==> src/rtl/u8u16_pkg.sv <==
// Shared types and constants for the UTF-8 to UTF-16 transcoder.
package u8u16_pkg;

  // Input and result beats
  typedef struct packed {
    logic [7:0] data_byte;
    logic       terminator;
  } u8u16_in_t;

  typedef struct packed {
    logic [15:0] code_unit;
    logic        run_last;
    logic        string_end;
  } u8u16_out_t;

  // Command from the front to the back: replacement units first, then a tail
  typedef struct packed {
    logic [1:0]  n_repl;    // FFFD units for a flushed sequence (0..3)
    logic [1:0]  tail_cnt;  // tail units after the replacements (0..2)
    logic        is_end;    // tail is the string terminator unit
    logic [15:0] unit0;     // first tail unit
    logic [15:0] unit1;     // second tail unit (low surrogate)
  } u8u16_cmd_t;

  // Command queue depth
  localparam int QDEPTH = 4;
  localparam int QPTR_W = $clog2(QDEPTH);
  localparam int QCNT_W = $clog2(QDEPTH + 1);

  // Code constants
  localparam logic [15:0] REPL_UNIT  = 16'hFFFD;
  localparam logic [15:0] HI_SURR    = 16'hD800;
  localparam logic [15:0] LO_SURR    = 16'hDC00;
  localparam logic [20:0] BMP_LO_MAX = 21'h00D7FF;
  localparam logic [20:0] BMP_HI_MIN = 21'h00E000;
  localparam logic [20:0] BMP_MAX    = 21'h00FFFF;
  localparam logic [20:0] SUPP_BASE  = 21'h010000;
  localparam logic [20:0] CP_MAX     = 21'h10FFFF;

endpackage

==> src/rtl/utf8_to_utf16_transcoder_top.sv <==
// Top level of the UTF-8 to UTF-16 transcoder.
//
//   Channel  Direction  Payload      Meaning
//   in_      in         u8u16_in_t   one UTF-8 byte or a string terminator
//   out_     out        u8u16_out_t  one UTF-16 code unit with end marks
//
// One input beat is taken per cycle while the four-entry command queue has room.
// Each command drains at one code unit per cycle from the output register while
// out_ready holds; a byte causes k units (k from 1 to 4), or none while a sequence stays open.
// A byte's command passes through the queue and then the output register before its units appear on out_.
// rst_n is synchronous; it clears the sequence state, queue and output valid.
// Stalls on out_ back up the queue; in_ready drops only when the queue is full.
module utf8_to_utf16_transcoder_top import u8u16_pkg::*; (
  input  logic       clk,
  input  logic       rst_n,
  input  logic       in_valid,
  output logic       in_ready,
  input  u8u16_in_t  in_data,
  output logic       out_valid,
  input  logic       out_ready,
  output u8u16_out_t out_data
);

  u8u16_cmd_t push_cmd, head_cmd;
  logic       push, pop, head_valid, q_full;

  u8u16_front u_front (
    .clk      (clk),
    .rst_n    (rst_n),
    .in_valid (in_valid),
    .in_ready (in_ready),
    .in_data  (in_data),
    .q_full   (q_full),
    .cmd_push (push),
    .cmd      (push_cmd)
  );

  u8u16_queue u_queue (
    .clk        (clk),
    .rst_n      (rst_n),
    .push       (push),
    .push_cmd   (push_cmd),
    .pop        (pop),
    .head_cmd   (head_cmd),
    .head_valid (head_valid),
    .full       (q_full)
  );

  u8u16_back u_back (
    .clk        (clk),
    .rst_n      (rst_n),
    .head_cmd   (head_cmd),
    .head_valid (head_valid),
    .pop        (pop),
    .out_valid  (out_valid),
    .out_ready  (out_ready),
    .out_data   (out_data)
  );

endmodule

==> src/rtl/u8u16_front.sv <==
// Front end: takes UTF-8 bytes, tracks the open sequence, issues unit commands.
module u8u16_front import u8u16_pkg::*; (
  input  logic       clk,
  input  logic       rst_n,
  input  logic       in_valid,
  output logic       in_ready,
  input  u8u16_in_t  in_data,
  input  logic       q_full,
  output logic       cmd_push,
  output u8u16_cmd_t cmd
);

  logic [1:0]  needed_r, needed_nxt;
  logic [1:0]  gathered_r, gathered_nxt;
  logic [20:0] pv_r, pv_nxt;

  logic        accept;
  logic [7:0]  b;
  logic        is_cont;
  logic        pending;
  logic [1:0]  flush_cnt;
  logic [20:0] pv_shift;
  logic        seq_done;
  logic [20:0] cp_off;

  assign in_ready = !q_full;
  assign accept   = in_valid && in_ready;
  assign b        = in_data.data_byte;
  assign is_cont  = (b[7:6] == 2'b10);
  assign pending  = (needed_r != 2'd0);
  assign flush_cnt = pending ? (gathered_r + 2'd1) : 2'd0;
  assign pv_shift = {pv_r[14:0], b[5:0]};
  assign seq_done = ({1'b0, gathered_r} + 3'd1) >= {1'b0, needed_r};
  assign cp_off   = pv_shift - SUPP_BASE;

  // Classify the beat into a command and the next sequence state
  always_comb begin
    needed_nxt   = needed_r;
    gathered_nxt = gathered_r;
    pv_nxt       = pv_r;
    cmd          = '0;
    if (in_data.terminator) begin
      cmd.n_repl   = flush_cnt;
      cmd.tail_cnt = 2'd1;
      cmd.is_end   = 1'b1;
      needed_nxt   = 2'd0;
      gathered_nxt = 2'd0;
      pv_nxt       = '0;
    end else if (pending && is_cont) begin
      if (seq_done) begin
        needed_nxt   = 2'd0;
        gathered_nxt = 2'd0;
        pv_nxt       = '0;
        cmd.tail_cnt = 2'd1;
        if (pv_shift <= BMP_LO_MAX ||
            (pv_shift >= BMP_HI_MIN && pv_shift <= BMP_MAX)) begin
          cmd.unit0 = pv_shift[15:0];
        end else if (pv_shift >= SUPP_BASE && pv_shift <= CP_MAX) begin
          cmd.tail_cnt = 2'd2;
          cmd.unit0    = HI_SURR | {6'd0, cp_off[19:10]};
          cmd.unit1    = LO_SURR | {6'd0, cp_off[9:0]};
        end else begin
          cmd.unit0 = REPL_UNIT;
        end
      end else begin
        gathered_nxt = gathered_r + 2'd1;
        pv_nxt       = pv_shift;
      end
    end else begin
      // Flush whatever is open, then decode the byte from scratch
      cmd.n_repl   = flush_cnt;
      needed_nxt   = 2'd0;
      gathered_nxt = 2'd0;
      pv_nxt       = '0;
      if (b[7] == 1'b0) begin
        cmd.tail_cnt = 2'd1;
        cmd.unit0    = {8'd0, b};
      end else if (b[7:5] == 3'b110) begin
        needed_nxt = 2'd1;
        pv_nxt     = {16'd0, b[4:0]};
      end else if (b[7:4] == 4'b1110) begin
        needed_nxt = 2'd2;
        pv_nxt     = {17'd0, b[3:0]};
      end else if (b[7:3] == 5'b11110) begin
        needed_nxt = 2'd3;
        pv_nxt     = {18'd0, b[2:0]};
      end else begin
        cmd.tail_cnt = 2'd1;
        cmd.unit0    = REPL_UNIT;
      end
    end
  end

  // Beats that produce no unit leave nothing in the queue
  assign cmd_push = accept && ((cmd.n_repl != 2'd0) || (cmd.tail_cnt != 2'd0));

  // Sequence state
  always_ff @(posedge clk) begin
    if (!rst_n) begin
      needed_r   <= 2'd0;
      gathered_r <= 2'd0;
      pv_r       <= '0;
    end else if (accept) begin
      needed_r   <= needed_nxt;
      gathered_r <= gathered_nxt;
      pv_r       <= pv_nxt;
    end
  end

  // Gathered count stays below the sequence length
  a_gather_bound: assert property (@(posedge clk) disable iff (!rst_n)
    (needed_r != 2'd0) |-> (gathered_r < needed_r))
    else $error("gathered count reached sequence length");

  // Idle state holds no partial value
  a_idle_clear: assert property (@(posedge clk) disable iff (!rst_n)
    (needed_r == 2'd0) |-> (pv_r == '0 && gathered_r == 2'd0))
    else $error("partial value left over with no open sequence");

endmodule

==> src/rtl/u8u16_queue.sv <==
// Short command queue between the front and back ends.
module u8u16_queue import u8u16_pkg::*; (
  input  logic       clk,
  input  logic       rst_n,
  input  logic       push,
  input  u8u16_cmd_t push_cmd,
  input  logic       pop,
  output u8u16_cmd_t head_cmd,
  output logic       head_valid,
  output logic       full
);

  u8u16_cmd_t          mem_r [QDEPTH];
  logic [QPTR_W-1:0]   wr_ptr_r, rd_ptr_r;
  logic [QCNT_W-1:0]   cnt_r, cnt_nxt;

  assign full       = (cnt_r == QCNT_W'(QDEPTH));
  assign head_valid = (cnt_r != '0);
  assign head_cmd   = mem_r[rd_ptr_r];

  always_comb begin
    cnt_nxt = cnt_r;
    if (push && !pop)      cnt_nxt = cnt_r + QCNT_W'(1);
    else if (!push && pop) cnt_nxt = cnt_r - QCNT_W'(1);
  end

  // Storage
  always_ff @(posedge clk) begin
    if (push) begin
      mem_r[wr_ptr_r] <= push_cmd;
    end
  end

  // Pointers and fill count
  always_ff @(posedge clk) begin
    if (!rst_n) begin
      wr_ptr_r <= '0;
      rd_ptr_r <= '0;
      cnt_r    <= '0;
    end else begin
      if (push) wr_ptr_r <= wr_ptr_r + QPTR_W'(1);
      if (pop)  rd_ptr_r <= rd_ptr_r + QPTR_W'(1);
      cnt_r <= cnt_nxt;
    end
  end

  a_no_overflow: assert property (@(posedge clk) disable iff (!rst_n)
    full |-> !push)
    else $error("push into full queue");

  a_no_underflow: assert property (@(posedge clk) disable iff (!rst_n)
    !head_valid |-> !pop)
    else $error("pop from empty queue");

endmodule

==> src/rtl/u8u16_back.sv <==
// Back end: expands queued commands into UTF-16 units, one per beat.
module u8u16_back import u8u16_pkg::*; (
  input  logic       clk,
  input  logic       rst_n,
  input  u8u16_cmd_t head_cmd,
  input  logic       head_valid,
  output logic       pop,
  output logic       out_valid,
  input  logic       out_ready,
  output u8u16_out_t out_data
);

  logic [1:0]  step_r, step_nxt;
  logic        out_valid_r, out_valid_nxt;
  u8u16_out_t  out_data_r, out_data_nxt;

  logic        load;
  logic [2:0]  total;
  logic        last;
  logic [1:0]  tail_idx;

  assign load     = head_valid && (!out_valid_r || out_ready);
  assign total    = {1'b0, head_cmd.n_repl} + {1'b0, head_cmd.tail_cnt};
  assign last     = ({1'b0, step_r} + 3'd1) == total;
  assign tail_idx = step_r - head_cmd.n_repl;
  assign pop      = load && last;

  // Pick the unit for the current step
  always_comb begin
    out_data_nxt          = out_data_r;
    out_valid_nxt         = out_valid_r;
    step_nxt              = step_r;
    if (load) begin
      out_valid_nxt       = 1'b1;
      out_data_nxt.run_last   = last;
      out_data_nxt.string_end = 1'b0;
      if (step_r < head_cmd.n_repl) begin
        out_data_nxt.code_unit = REPL_UNIT;
      end else if (head_cmd.is_end) begin
        out_data_nxt.code_unit  = 16'd0;
        out_data_nxt.string_end = 1'b1;
      end else if (tail_idx == 2'd0) begin
        out_data_nxt.code_unit = head_cmd.unit0;
      end else begin
        out_data_nxt.code_unit = head_cmd.unit1;
      end
      step_nxt = last ? 2'd0 : (step_r + 2'd1);
    end else if (out_ready) begin
      out_valid_nxt = 1'b0;
    end
  end

  // Output register and step counter
  always_ff @(posedge clk) begin
    if (!rst_n) begin
      out_valid_r <= 1'b0;
      step_r      <= 2'd0;
    end else begin
      out_valid_r <= out_valid_nxt;
      step_r      <= step_nxt;
    end
  end

  always_ff @(posedge clk) begin
    out_data_r <= out_data_nxt;
  end

  assign out_valid = out_valid_r;
  assign out_data  = out_data_r;

  a_end_unit: assert property (@(posedge clk) disable iff (!rst_n)
    (out_valid_r && out_data_r.string_end) |->
      (out_data_r.code_unit == 16'd0 && out_data_r.run_last))
    else $error("terminator unit not zero or not last");

  a_step_in_cmd: assert property (@(posedge clk) disable iff (!rst_n)
    head_valid |-> ({1'b0, step_r} < total))
    else $error("step counter ran past command");

endmodule

==> config.mk <==
export PLATFORM = sky130hd
export DESIGN_NAME = utf8_to_utf16_transcoder_top
export DESIGN_NICKNAME = d
export VERILOG_FILES = /design/src/rtl/u8u16_pkg.sv /design/src/rtl/utf8_to_utf16_transcoder_top.sv /design/src/rtl/u8u16_front.sv /design/src/rtl/u8u16_queue.sv /design/src/rtl/u8u16_back.sv
export SDC_FILE = /design/constraint.sdc
export NUM_CORES = 1
export LEC_CHECK = 0
export BUFFER_PORTS_ARGS = -buffer_cell sky130_fd_sc_hd__buf_2
export CORE_UTILIZATION = 48
export CTS_CLUSTER_SIZE = 28
export DETAILED_ROUTE_END_ITERATION = 16
export RECOVER_POWER = 100
export SYNTH_ARGS = -nofsm -noshare
export SYNTH_HDL_FRONTEND = slang
export SYNTH_SLANG_ARGS = --single-unit
==> constraint.sdc <==
create_clock -name clk -period 8.42 [get_ports clk]
set_input_delay 1.263 -clock clk [delete_from_list [all_inputs] [get_ports clk]]
set_output_delay 1.263 -clock clk [all_outputs]
set_load 0.01 [all_outputs]
# ---- Yosys cells after proc, flatten, opt, wreduce, memory -nomap -nowiden
# Memory sizes are Yosys's and may differ from the RTL's. A register that Yosys moved wholly into a read port is not among the register bits.
# Cells that the tools add are included.
dict set report op_classes {
  n_addsub 11
  order_cmp 7
  n_eq_ne 7
  n_mux 53
  n_reduce_logical 25
}
# op n
set ops {}
lappend ops {{16-bit 2-to-1 mux} 11}
lappend ops {{15-bit 2-to-1 mux} 5}
lappend ops {{32-bit 2-to-1 mux} 2}
lappend ops {{2-bit 2-to-1 mux} 22}
lappend ops {{21-bit by 16-bit less-or-equal comparator with 1-bit output, second input constant} 2}
lappend ops {{21-bit by 16-bit >= comparator with 1-bit output, second input constant} 1}
lappend ops {{21-bit by 17-bit >= comparator with 1-bit output, second input constant} 1}
lappend ops {{21-bit less-or-equal comparator, second input constant} 1}
lappend ops {{20-bit by 17-bit subtractor with 20-bit output, second input constant} 1}
lappend ops {{14-bit 2-to-1 mux} 1}
lappend ops {{2-bit nonzero test} 5}
lappend ops {{1-bit logical AND} 9}
lappend ops {{3-bit 2-to-1 mux} 3}
lappend ops {{2-bit by 1-bit adder with 2-bit output, second input constant} 4}
lappend ops {{4-bit 2-to-1 mux} 2}
lappend ops {{1-bit 2-to-1 mux} 7}
lappend ops {{2-bit by 1-bit adder with 3-bit output, second input constant} 2}
lappend ops {{3-bit equality test, second input constant} 2}
lappend ops {{5-bit equality test, second input constant} 1}
lappend ops {{4-bit equality test, second input constant} 1}
lappend ops {{1-bit logical NOT} 4}
lappend ops {{2-bit by 2-bit adder with 3-bit output} 1}
lappend ops {{3-bit by 1-bit adder with 3-bit output, second input constant} 1}
lappend ops {{3-bit equality test} 1}
lappend ops {{other kinds (11)} 13}
dict set report word_totals {
  reg_bits 47
  ramBits 148
  input_bits 13
  output_inout_bits 20
  wordCells 116
  mem_count 1
}
# memory words word_bits rd rd_ports_with_merged_regs wr line_no
set mem_list {}
lappend mem_list {u_queue.mem_r 4 37 1 1 1 u8u16_queue.sv:13} ;# u8u16_cmd_t mem_r [QDEPTH];

# ---- Logic depth before layout (Yosys ltp)
# Gate-level depths: netlist of run 1.
dict set report logic_depth {
  depth_word 14
  depth_mapped 15
  depth_no_buf 13
}

# ---- Cells and area by module
# Synthesis of run 1 repeated with hierarchy kept, for this count alone.
dict set report unflattened {
  cells_unflattened 562
  hier_area_um2 8692.1
}
# mod n_inst cells_each area_per_inst_um2 seq_area_each_um2
set by_module_without_submodules {}
lappend by_module_without_submodules {u8u16_queue 1 236 5841.9 4624.4}
lappend by_module_without_submodules {u8u16_front 1 241 1761.7 380.4}
lappend by_module_without_submodules {u8u16_back 1 85 1088.5 600.6}

# ---- Least setup slack after synthesis of run 1
# Ideal clock, no wire load.
dict set report synth_timing {
  path_kind {register -> register}
  startpoint {register (tool-made name)}
  endpoint {register u_queue.cnt_r[2]}
  setup_ns 0.076
  arrival_time_ns 3.800
  required_time_ns 8.344
  setup_slack_ns 4.544
  stages_incl_launch_ff 16
  path_buffers 2
  period_less_slack_ns 3.876
  path_cell_list {dfxtp_1 -> buf_2 -> buf_2 -> mux4_2 -> ha_1 -> inv_1 -> fa_1 -> xnor2_1 -> nor3_1 -> nand2_1 -> ha_1 -> inv_1 -> fa_1 -> xor2_1 -> or3_1 -> a21boi_0}
}
# element line_no
set synth_lines {}
lappend synth_lines {{end signal, assigned} u8u16_queue.sv:43} ;# cnt_r <= cnt_nxt;
lappend synth_lines {{end, declared} u8u16_queue.sv:15} ;# logic [QCNT_W-1:0] cnt_r, cnt_nxt;

==> results of run 1 <==
## stage by stage
| stage | utilization [%] | worst slack, ns | cells | cell area, um^2 | total power, mW |
|---|---|---|---|---|---|
| detailed placement | 52.0 | 4.32 | 750 | 7970 | 1.82 |
| floorplan | - | 4.54 | 525 | 7610 | 1.63 |
| CTS | 55.5 | 4.29 | 780 | 8510 | 2.54 |
| finish | 54.9 | 2.86 | 780 | 8410 | 2.50 |
| global placement | 52.0 | 4.43 | 750 | 7970 | 1.81 |
| global route | 54.9 | 2.19 | 780 | 8410 | 2.64 |
## Yosys cell counts (5+ instances only)
| cell type | instances |
|---|---|
| a21oi_1 | 24 |
| and2_1 | 23 |
| buf_2 | 5 |
| clkbuf_1 | 15 |
| dfxtp_1 | 31 |
| edfxtp_1 | 142 |
| ha_1 | 14 |
| inv_1 | 19 |
| mux2i_1 | 14 |
| mux4_2 | 31 |
| nand2_1 | 32 |
| nand3_1 | 24 |
| nand4_1 | 5 |
| nor2_1 | 18 |
| nor2b_1 | 9 |
| nor3_1 | 13 |
| nor4_1 | 15 |
| o21a_1 | 5 |
| o21ai_0 | 26 |
| xnor2_1 | 9 |
## worst max-delay path by stage
stage | endpoint | slack [ns] | depth (start not counted)
2_1_floorplan | u_queue.cnt_r[2] | 4.54 | 15
3_3_place_gp | u_queue.cnt_r[2] | 4.43 | 14
3_5_place_dp | u_queue.cnt_r[2] | 4.32 | 14
4_1_cts | u_queue.cnt_r[2] | 4.29 | 14
5_1_grt | u_queue.cnt_r[2] | 2.19 | 14
6_report | u_queue.cnt_r[2] | 2.86 | 14
## sequential cells by signal (all words and copies together) (netlist names), named ones only
register            count
u_queue.mem_r         124
u_back.out_data        18
u_front.pv_r           15
u_queue.cnt_r           3
u_back.step_r           2
u_front.gathered_r      2
u_front.needed_r        2
u_queue.rd_ptr_r        2
u_queue.wr_ptr_r        2
u_back.out_valid        1
## report_power, final
| group | switching, mW | total (mW) | internal [mW] |
|---|---|---|---|
| Clock | 0.295 | 0.722 | 0.426 |
| Sequential | 0.0402 | 1.14 | 1.10 |
| Combinational | 0.386 | 0.640 | 0.254 |
## per-layer routing
layer / vias up / track usage [%]
met3: 15 / 3.84
li1: 2092 / -
met4: 0 / 7.75
met1: 2279 / 29.1
met5: - / 0
met2: 130 / 31.2
## final cells by class
class                      instances  area [um^2]
multi-input combinational        308         2500
fill                            1304         6900
timing repair buffer              39          160
inverter                          19         71.3
clock inverter                    11          103
sequential                       173         4890
tap                              211          264
clock buffer                      19          433
## worst max-delay path: cells and delay by family, from the launching register on
kind / cells / cell delay (ns)
buffers and inverters: 3 / 2.05
adder cells (fa/ha/maj): 4 / 1.09
AND/OR/NAND/NOR: 3 / 0.91
multiplexers: 1 / 0.72
flip-flops: 1 / 0.31
XOR/XNOR: 2 / 0.22
AO/OA/AOI/OAI: 1 / 0.18
## cells in the final DEF (no fill, tap or decap), types with 4 or more instances in the layout
cell | synthesis | layout
nor2b_1 | 9 | 9
dfxtp_1 | 31 | 30
nor2_1 | 18 | 18
nor4_1 | 15 | 16
nand2_1 | 32 | 32
ha_1 | 14 | 14
xnor2_1 | 9 | 9
nor3_1 | 13 | 13
nand3_1 | 24 | 24
edfxtp_1 | 142 | 142
o21ai_0 | 26 | 26
clkbuf_16 | 0 | 17
clkinv_1 | 0 | 5
a22oi_1 | 4 | 4
and2_1 | 23 | 4
inv_1 | 19 | 19
and2_0 | 0 | 19
o21a_1 | 5 | 5
nand4_1 | 5 | 5
mux4_2 | 31 | 31
clkbuf_1 | 15 | 32
buf_2 | 5 | 8
a21oi_1 | 24 | 24
mux2i_1 | 14 | 14
## logic make-up (layout without fill, tap and decap cells)
logic type | Yosys count | count (layout) | share of synthesized area, %
adders and majority gates | 17 | 17 | 3.09
xor gates and xnor gates | 10 | 10 | 1.15
buffers and inverters | 44 | 88 | 2.45
and+or+nand+nor | 153 | 153 | 11.0
DFF | 173 | 173 | 64.2
muxes | 45 | 45 | 11.0
AOI/OAI and AO/OA | 83 | 83 | 7.09
==> results by group, run 1 <==
Global routing
  – Number of global-route vias before repair: 4,440
  – Wire length of the first global-routing pass: 24,500 um
  – Initial antenna violation count: 0
  – GR Overflow Total: 0
  – Total track usage: roughly a fifth
  – Maximum number of pins on one net before global-route repair: 32

Clock network
  – Number of CTS-inserted buffers: 17
  – Clock edge transition at the registers on the reported setup and hold paths: 0.06 ns
  – Hold-fix buffer count after cts: 0
  – Bufs on Longest Clock Path: 2
  – Htree depth: 4
  – Number of post-CTS setup repair buffers: 0
  – TritonCTS clock tree: done
  – Count of clock tree sinks: 173
  – Worst-skew pair later-pin latency: 0.42 ns
  – Clk Tree Root Cell: clkbuf_16
  – Count of cells resized by post-cts repair: 0

Synthesis
  – Number of nets produced by synthesis: 555
  – Ranking of synthesized cells by area: edfxtp_1 56%, mux4_2 9.2%, dfxtp_1 8.2%
  – Most frequently used flop master after synthesis: edfxtp_1
  – Count of different cell masters after synthesis: 55
  – Count of flip-flops with a built-in enable after synthesis: 142
  – Biggest area consumer among synthesized cells: edfxtp_1
  – Number of warnings issued by yosys: 0
  – Cell area after synthesis: approximately 0.0076 mm^2
  – Post-Syn Area per Cell: 14.5 um^2
  – Cell count after synthesis: 525
  – Post-synthesis sequential element count: 173
  – Proportion of synthesized chip area in sequential cells: 64.2%
  – Fraction of post-synthesis cell area in the top cell type by area: a little under three fifths
  – Share of synthesized registers carrying an async set or reset: 0%

Finish
  – Final #Nets: 588
  – Antenna fix cells: 0
  – Share of final-layout standard cells stronger than drive strength 1: 12.1%
  – Layout overhead on the synthesized area: 10.6%

Setup path
  – Endpoint of the worst-slack reg-to-reg timing path: u_queue.cnt_r[2]
  – Startpoint type of the worst setup path: register
  – Worst path cell trace: clkbuf_1, mux4_2, ha_1, inv_1, fa_1, xnor2_1, nor3_1, nand2_1, ha_1, inv_1, fa_1, xor2_1, or3_1, a21boi_0
  – Slowest CP cell: clkbuf_1
  – WS Path Type: register to register
  – Required time at the endpoint of the critical path: 8.75 ns
  – CP arrival: a little under 6 ns
  – Register-to-register setup slack: 2.86 ns
  – Kind of end point of the critical path: register
  – Maximum fanout encountered on the critical timing path: 31
  – Cell depth of the worst flop-to-flop path: 14
  – Largest stage delay on the critical path: 1.91 ns

STA
  – Worst-Margin Slew: ~2.7 ns
  – Final worst clock skew: approximately 0.0074 ns
  – Minimum hold slack: 0.480 ns
  – Final Cycle Share: between 60% and 70%
  – Final-layout setup total negative slack: 0 ns
  – Final setup vio count: 0
  – Fmax achieved: 0.180 GHz
  – Shortest period the worst path allows: about 5.6 ns
  – Max-slew headroom at the worst pin: -80.3%
  – Final hold vios: 0
  – Setup repair after global routing missed its margin: no
  – Number of pins exceeding their max-slew limit in the final report: between 150 and 200

Route
  – Routed Antenna Nets: 0
  – Number of design-rule violations left by the first detailed-router iteration: 306
  – Via-per-instance ratio: approximately 5.8
  – Length of routed met2 wiring: between 7000 and 8000 um
  – Routed WL: 15,400 um
  – DRC Markers: 0
  – Wirelength per Cell: 19.7 um
  – Highest routed layer: met4
  – Routed metal-1 wire length: ~7200 um
  – Met3 WL post-DR: 701 um
  – Initial DRT Pass Iterations: 5
  – Number of vias after detailed routing: 4,516

Floorplan
  – Total Die Area: 0.0164 mm^2
  – Initial core utilization: 49.7%
  – Die span in x: 128 um
  – Y dimension of the die: around 130 um
  – Floorplan Core Area: between 0.015 and 0.02 mm^2
  – Io pins: 33
  – Number of cell rows: 45

Status
  – Failing checks: max-capacitance violations, max-slew violations
  – Result of the run: complete, but fails checks

Worst hold path
  – Cell depth of the worst hold path: 2
  – Beginning of the worst hold path: u_back.out_valid
  – Hold endpoint: u_back.out_valid
  – Worst min path class: register to register

Placed design
  – Weighted congestion at the end of routability-driven global placement: 0.898
  – Number of input and output port buffers inserted: 32
  – Detailed-placement wirelength estimate: 9830 um

Power
  – Static Leak: 2.71 nW
  – Peak VDD IR: 137 uV
  – Cell area power density: 297 mW/mm^2

Flow run
  – Number of max-capacitance violations reported: 6
No activity file was read; power rests on OpenSTA's default activity.
==> inputs of run 2 (changes only) <==
Settings changed: ABC_AREA set to 1, PLACE_DENSITY set to 0.67.
Clock period 8.42 ns to 4.7 ns, I/O delays scaled along.
==> run 2 against run 1 <==
  * The run still ends with max-capacitance violations, max-slew violations left
  * Routed wire length rose by 22%
  * Sequential power grew 81%
  * Worst hold slack got worse by 0.012 ns
  * Cell count is 32% higher
  * Global-route usage rose by 2.8 points
  * Clock-buffer cell count unchanged
  * Maximum frequency rose by 33%
  * Final area is 4.0% higher
  * Combinational power increased by 120%
  * Largest power group unchanged
==> results by group, run 2 <==
Power
  – Static Leak: 3.20 nW (+18%)
  – Overall Power: 4.83 mW (+93%)
  – Sw Ratio: 34.4% (+5.6 points)
  – Cell area power density: 552 mW/mm^2 (+86%)
  – Relative contribution of combinational cells to total power: 29.5% (+3.9 points)
  – Cell-internal power: 3.17 mW (+78%)
  – Power spent charging and discharging nets: 1.66 mW (+130%)
  – Sequential share of power: 42.7% (-2.9 points)
  – Peak VDD IR: 268 uV (+95%)
  – Proportion of power drawn by the clock network: 27.8% (-1.0 points)

Synthesis
  – Count of flip-flops with a built-in enable after synthesis: 142 (unchanged)
  – Leading cell types by count after synthesis: 142 x edfxtp_1, 129 x nor2_1, 100 x nand2_1
  – Cell count after synthesis: 779 (+48%)
  – Fraction of post-synthesis cell area in the top cell type by area: 53.9% (-2.2 points)
  – Post-Syn Area per Cell: 10.2 um^2 (-30%)
  – Number of warnings issued by yosys: 0 (unchanged)
  – Proportion of synthesized chip area in sequential cells: 61.7% (-2.5 points)
  – Number of nets produced by synthesis: 809 (+46%)
  – Post-synthesis sequential element count: 173 (unchanged)
  – Cell area after synthesis: 0.00791 mm^2 (+4.0%)
  – Biggest area consumer among synthesized cells: edfxtp_1
  – Count of different cell masters after synthesis: 41 (-25%)
  – Share of synthesized registers carrying an async set or reset: 0% (unchanged)
  – Ranking of synthesized cells by area: edfxtp_1 54%, dfxtp_1 7.8%, nor2_1 6.1%
  – Most frequently used flop master after synthesis: edfxtp_1
  – Top-count cell post-synth: edfxtp_1

Global routing
  – Total track usage: 23.2% (+2.8 points)
  – GR Overflow Total: 0 (unchanged)
  – Number of global-route vias before repair: 5,327 (+20%)
  – Wire length of the first global-routing pass: 28,800 um (+18%)
  – Initial antenna violation count: 0 (unchanged)
  – Maximum number of pins on one net before global-route repair: 41 (+28%)

Placed design
  – Number of input and output port buffers inserted: 32 (unchanged)
  – Setup Slack @ Placement: 0.943 ns (-3.37 ns)
  – Instance area at placement: 0.00829 mm^2 (+4.1%)
  – Placed Instances: 1,004 (+34%)
  – Weighted congestion at the end of routability-driven global placement: 0.921 (+2.6%)
  – Detailed-placement wirelength estimate: 12,200 um (+24%)

STA
  – Final hold vios: 0 (unchanged)
  – Fmax achieved: 0.239 GHz (+33%)
  – Final Cycle Share: 88.9% (+23 points)
  – Shortest period the worst path allows: 4.18 ns (-1.38 ns)
  – Max-slew headroom at the worst pin: -9.77% (+70 points)
  – Final worst clock skew: 0.0126 ns (+0.00525 ns)
  – Setup repair after global routing missed its margin: no
  – Final worst slack: 0.523 ns (-2.34 ns)
  – Final setup vio count: 0 (unchanged)
  – Worst-Margin Slew: 1.65 ns (-1.06 ns)
  – Final-layout setup total negative slack: 0 ns (unchanged)
  – Number of pins exceeding their max-slew limit in the final report: 37 (-79%)

Floorplan
  – Io pins: 33 (unchanged)
  – Floorplan Core Area: 0.0160 mm^2 (+4.5%)
  – Initial core utilization: 49.4% (-0.23 points)
  – Die span in x: 130 um (+1.9%)
  – Number of cell rows: 46 (+2.2%)
  – Total Die Area: 0.0170 mm^2 (+3.9%)
  – Y dimension of the die: 130 um (+1.9%)

Finish
  – Max FFs per register: 124 (unchanged)
  – Seq. cell area: 0.00488 mm^2 (about the same)
  – Biggest register: u_queue.mem_r
  – Most frequent standard cell in the layout excluding fill and tap cells: edfxtp_1
  – Share of final-layout standard cells stronger than drive strength 1: 7.47% (-4.7 points)
  – Multi-input combinational cell area: 0.00255 mm^2 (+2.2%)
  – Final #Nets: 837 (+42%)
  – Layout overhead on the synthesized area: 10.6% (about the same)
  – Cell area after layout: 0.00875 mm^2 (+4.0%)
  – Leading cell types in the layout, fill and taps excluded: 142 x edfxtp_1, 135 x nor2_1, 103 x nand2_1, 69 x o21ai_0, 67 x inv_1
  – Post-route non-filler standard cell count: 1,033 (+32%)
  – Antenna fix cells: 0 (unchanged)
  – Number of fill cells: 1,419 (+8.8%)

Clock network
  – Htree depth: 4 (unchanged)
  – TritonCTS clock tree: done
  – Number of CTS-inserted buffers: 17 (unchanged)
  – Bufs on Longest Clock Path: 2 (unchanged)
  – Hold-fix buffer count after cts: 0 (unchanged)
  – Count of cells resized by post-cts repair: 0 (unchanged)
  – Worst-skew pair later-pin latency: 0.43 ns (about the same)
  – Clk Tree Root Cell: clkbuf_16
  – Clock edge transition at the registers on the reported setup and hold paths: 0.07 ns (about the same)
  – Number of post-CTS setup repair buffers: 0 (unchanged)
  – Count of clock tree sinks: 173 (unchanged)

Route
  – Wirelength per Cell: 18.1 um (-8.2%)
  – Initial DRT Pass Iterations: 6 (+1)
  – Routed WL: 18,700 um (+22%)
  – DRC Markers: 0 (unchanged)
  – Via-per-instance ratio: 5.62 (-3.0%)
  – Number of vias after detailed routing: 5,802 (+28%)
  – Routed Antenna Nets: 0 (unchanged)
  – Number of design-rule violations left by the first detailed-router iteration: 418 (+37%)

Status
  – Failing checks: max-capacitance violations, max-slew violations
  – Result of the run: complete, but fails checks

Flow run
  – Number of max-capacitance violations reported: 1 (-5)

Setup path
  – WS Path Type: register to register
  – Maximum fanout encountered on the critical timing path: 31 (unchanged)
  – Register-to-register setup slack: 0.52 ns (-2.34 ns)
  – Required time at the endpoint of the critical path: 4.67 ns (-4.08 ns)
  – Kind of end point of the critical path: register
  – Startpoint type of the worst setup path: register
  – CP arrival: 4.14 ns (-1.75 ns)

Worst hold path
  – Worst min path class: register to register
[run 2: changes by cell type in the layout (fill, tap and decap cells not counted), moves of 10 or more]
cell / change
o221ai_1: +18
o21ai_0: +43
nand3_1: +20
and2_0: -19
mux4_2: -31
nor4_1: -16
mux2i_1: -14
a211oi_1: +10
inv_1: +48
a21oi_1: +25
nand2_1: +71
nor2_1: +117
[run 2: worst paths after layout]
| kind | to | start | cells past startpoint |
|---|---|---|---|
| worst max-delay path | u_queue.mem_r[2][20] | u_front.pv_r[8] | 14 |
| worst min-delay path | u_queue.rd_ptr_r[1] | u_queue.rd_ptr_r[1] | 2 |
| worst max register to register | u_queue.mem_r[2][20] | u_front.pv_r[8] | 14 |
| worst min register to register | u_queue.rd_ptr_r[1] | u_queue.rd_ptr_r[1] | 2 |
[run 2: through the flow]
| step | util, % | hold slack, ns |
|---|---|---|
| floorplan | - | 0.436 |
| CTS | 55.3 | 0.471 |
| finish | 54.7 | 0.467 |
| detailed placement | 51.8 | 0.464 |
| global route | 54.7 | 0.507 |
| global placement | 51.8 | 0.449 |
[run 2: area by class of cell]
class                   instances  share of cell area [%]
repair buffers                 44                    2.32
well taps                     216                    3.09
clock inverters                10                    1.34
clock buffers                  19                    4.95
flip-flops and latches        173                    55.8
multi-input cells             494                    29.1
inverters                      77                    3.33
[run 2: logic make-up (layout without fill, tap and decap cells)]
logic type               Yosys count  count (layout)  share of synthesized area, %
AND/OR/NAND/NOR                  304             304                          16.7
flip-flops                       173             173                          61.7
AO/OA/AOI/OAI                    167             167                          12.4
buffers and inverters            112             150                          5.50
adder cells (fa/ha/maj)           17              17                          2.97
XOR/XNOR                           6               6                         0.664
[run 2: critical path: stages, from the launching register on]
cell and delay (ns):
dfxtp_1 0.56, nand2_1 0.13, nor3_1 0.23, nand3_1 0.10
nand2_1 0.08, nand2_1 0.05, nor2_1 0.72, nand2_1 0.51
nand2_4 0.14, nand2_1 0.13, nor2_1 0.32, nor2_8 0.07
inv_4 0.09, nor2_2 0.03, clkbuf_2 0.54
[run 2: power by group through the flow]
stage / sequential, mW / combinational (mW) / clock (mW)
after floorplan: 2.12 / 0.971 / 0
after global placement: 2.08 / 1.43 / 0
after detailed placement: 2.09 / 1.47 / 0
after CTS: 2.05 / 1.48 / 1.36
after global routing: 2.09 / 1.60 / 1.43
final: 2.06 / 1.42 / 1.34
[run 2: layer usage]
layer	vias to the layer above	global-route usage, %	part of all wire, %
li1	2758	-	-
met5	-	0	0
met2	202	37.2	48
met3	24	4.48	5.9
met1	2818	32.3	45
met4	0	6.56	1.4
==> inputs of run 3 (changes only) <==
Settings changed: PLACE_DENSITY 0.67 to unset.
Clock period 4.7 ns to 5.3 ns, I/O delays scaled along.
==> run 3 against run 2 <==
  * The flow still finishes with violations (max-capacitance violations, max-slew violations)
  * Final area fell by 0.54%
  * Global-route usage rose by 0.31 points
  * Critical path depth rose by 2
==> results by group, run 3 (same netlist as run 2, synthesis figures left out) <==
Clock network
  – Worst-skew pair later-pin latency: 0.42 ns (about the same)
  – Clock edge transition at the registers on the reported setup and hold paths: 0.06 ns (about the same)
  – Number of post-CTS setup repair buffers: 0 (unchanged)
  – TritonCTS clock tree: done
  – Htree depth: 4 (unchanged)
  – Clk Tree Root Cell: clkbuf_16
  – Number of CTS-inserted buffers: 17 (unchanged)
  – Count of clock tree sinks: 173 (unchanged)
  – Count of cells resized by post-cts repair: 0 (unchanged)
  – Hold-fix buffer count after cts: 0 (unchanged)
  – Bufs on Longest Clock Path: 2 (unchanged)

Placed design
  – Number of input and output port buffers inserted: 32 (unchanged)
  – Detailed-placement wirelength estimate: 12,200 um (-0.51%)
  – Weighted congestion at the end of routability-driven global placement: 0.901 (-2.2%)

Setup path
  – Maximum fanout encountered on the critical timing path: 12 (-61%)
  – Required time at the endpoint of the critical path: 5.60 ns (+0.93 ns)
  – Cell depth of the worst flop-to-flop path: 17 (+3)
  – Worst path cell trace: clkbuf_1, inv_1, nor3_1, nand2_1, nor2_1, nand3_1, nand2_1, nor2_1, nor2_8, ha_1, inv_1, fa_1, a21oi_1, o21ai_0, o21ai_0, a21oi_1
  – WS Path Type: input pin to register
  – Number of buffer and inverter instances along the worst setup path: 3 (+1)
  – Slowest CP cell: nor3_1
  – Largest stage delay on the critical path: 0.90 ns (+0.18 ns)
  – Startpoint type of the worst setup path: input pin
  – Number of stages on the worst setup path: 16 (+2)
  – Gate family responsible for the most delay along the worst path: simple AND/OR/NAND/NOR gates
  – CP arrival: 4.51 ns (+0.37 ns)
  – Kind of end point of the critical path: register

Floorplan
  – Initial core utilization: 49.4% (unchanged)
  – Floorplan Core Area: 0.0160 mm^2 (unchanged)
  – Io pins: 33 (unchanged)
  – Y dimension of the die: 130 um (unchanged)
  – Die span in x: 130 um (unchanged)
  – Total Die Area: 0.0170 mm^2 (unchanged)
  – Number of cell rows: 46 (unchanged)

Finish
  – Share of the core filled with cells: 54.4% (-0.30 points)
  – Layout overhead on the synthesized area: 10.0%
  – Share of final-layout standard cells stronger than drive strength 1: 7.46% (-0.0091 points)
  – Biggest register: u_queue.mem_r
  – Final #Nets: 835 (-0.24%)
  – Number of fill cells: 1,480 (+4.3%)
  – Seq. cell area: 0.00488 mm^2 (unchanged)
  – Antenna fix cells: 0 (unchanged)
  – Multi-input combinational cell area: 0.00255 mm^2 (about the same)
  – Most frequent standard cell in the layout excluding fill and tap cells: edfxtp_1
  – Leading cell types in the layout, fill and taps excluded: 142 x edfxtp_1, 131 x nor2_1, 103 x nand2_1, 69 x o21ai_0, 68 x inv_1
  – Max FFs per register: 124 (unchanged)

Power
  – Cell area power density: 480 mW/mm^2 (-13%)
  – Static Leak: 3.17 nW (-1.0%)
  – Peak VDD IR: 338 uV (+26%)

Route
  – DRC Markers: 0 (unchanged)
  – Via-per-instance ratio: 5.57 (-0.87%)
  – Routed WL: 18,800 um (+0.52%)
  – Wirelength per Cell: 18.2 um (+0.42%)
  – Initial DRT Pass Iterations: 5 (-1)
  – Number of vias after detailed routing: 5,757 (-0.78%)
  – Routed Antenna Nets: 0 (unchanged)
  – Highest routed layer: met4
  – Routed metal-1 wire length: 8430 um (-0.13%)
  – Number of design-rule violations left by the first detailed-router iteration: 558 (+33%)
  – Length of routed met2 wiring: 9070 um (+2.1%)
  – Met3 WL post-DR: 1110 um (-0.45%)

Global routing
  – Total track usage: 23.5% (+0.31 points)
  – Wire length of the first global-routing pass: 29,300 um (+1.5%)
  – Initial antenna violation count: 1 (+1)
  – Number of global-route vias before repair: 5,406 (+1.5%)
  – Maximum number of pins on one net before global-route repair: 63 (+54%)
  – GR Overflow Total: 0 (unchanged)

Status
  – Result of the run: complete, but fails checks
  – Failing checks: max-capacitance violations, max-slew violations

STA
  – Worst-Margin Slew: 1.84 ns (+0.195 ns)
  – Final Cycle Share: between 70% and 80%
  – Minimum hold slack: 0.481 ns (+0.0131 ns)
  – Number of pins exceeding their max-slew limit in the final report: 41 (+11%)
  – Fmax achieved: 0.238 GHz
  – Final hold vios: 0 (unchanged)
  – Final setup vio count: 0 (unchanged)
  – Final-layout setup total negative slack: 0 ns (unchanged)
  – Final worst clock skew: 0.00810 ns (-0.00452 ns)
  – Shortest period the worst path allows: 4.21 ns
  – Setup repair after global routing missed its margin: no
  – Max-slew headroom at the worst pin: -22.8% (-13 points)

Worst hold path
  – Cell depth of the worst hold path: 1 (-1)
  – Worst min path class: register to register

Flow run
  – Number of max-capacitance violations reported: 2 (+1)
==> run 3: cell types whose count changed in the layout (fill, tap and decap cells not counted), sizes merged <==
cell      previous run  this run
buf                 16        17
bufinv               2         0
clkbuf              47        45
clkinv              10        13
clkinvlp             1         4
inv                 74        72
==> run 3: area by class of cell <==
| type | count | area share [%] |
|---|---|---|
| Timing Repair Buffer | 42 | 2.26 |
| Multi-Input combinational cell | 494 | 29.3 |
| Clock inverter | 12 | 0.834 |
| Inverter | 77 | 3.34 |
| Clock buffer | 20 | 5.02 |
| Sequential cell | 173 | 56.1 |
| Tap cell | 216 | 3.11 |
==> run 3: path summary, 6_finish.rpt <==
path                       start          endpoint  slack [ns]
max reg2reg      u_front.pv_r[8]  u_queue.cnt_r[2]        1.12
max                   in_data[8]  u_queue.cnt_r[2]        1.09
min reg2reg  u_queue.rd_ptr_r[0]          register        0.48
min          u_queue.rd_ptr_r[0]          register        0.48
==> run 3: layer usage <==
metal,global-route usage [%],vias to the layer above
li1,-,2759
met1,32.2,2795
met2,38.5,186
met3,4.52,17
met4,6.22,0
met5,0,-
==> run 3: metrics by stage <==
step | setup slack, ns | area (um^2) | cells | power [mW]
floorplan | 1.79 | 7910 | 779 | 2.74
global placement | 1.48 | 8280 | 1002 | 3.14
detailed placement | 1.40 | 8280 | 1002 | 3.16
CTS | 1.42 | 8790 | 1034 | 4.25
global route | 0.594 | 8700 | 1034 | 4.43
finish | 1.09 | 8700 | 1034 | 4.18
==> run 3: power breakdown <==
group	internal, mW	switching [mW]
Sequential	1.75	0.0867
Combinational	0.369	0.885
Clock	0.593	0.497
Total	2.71	1.47
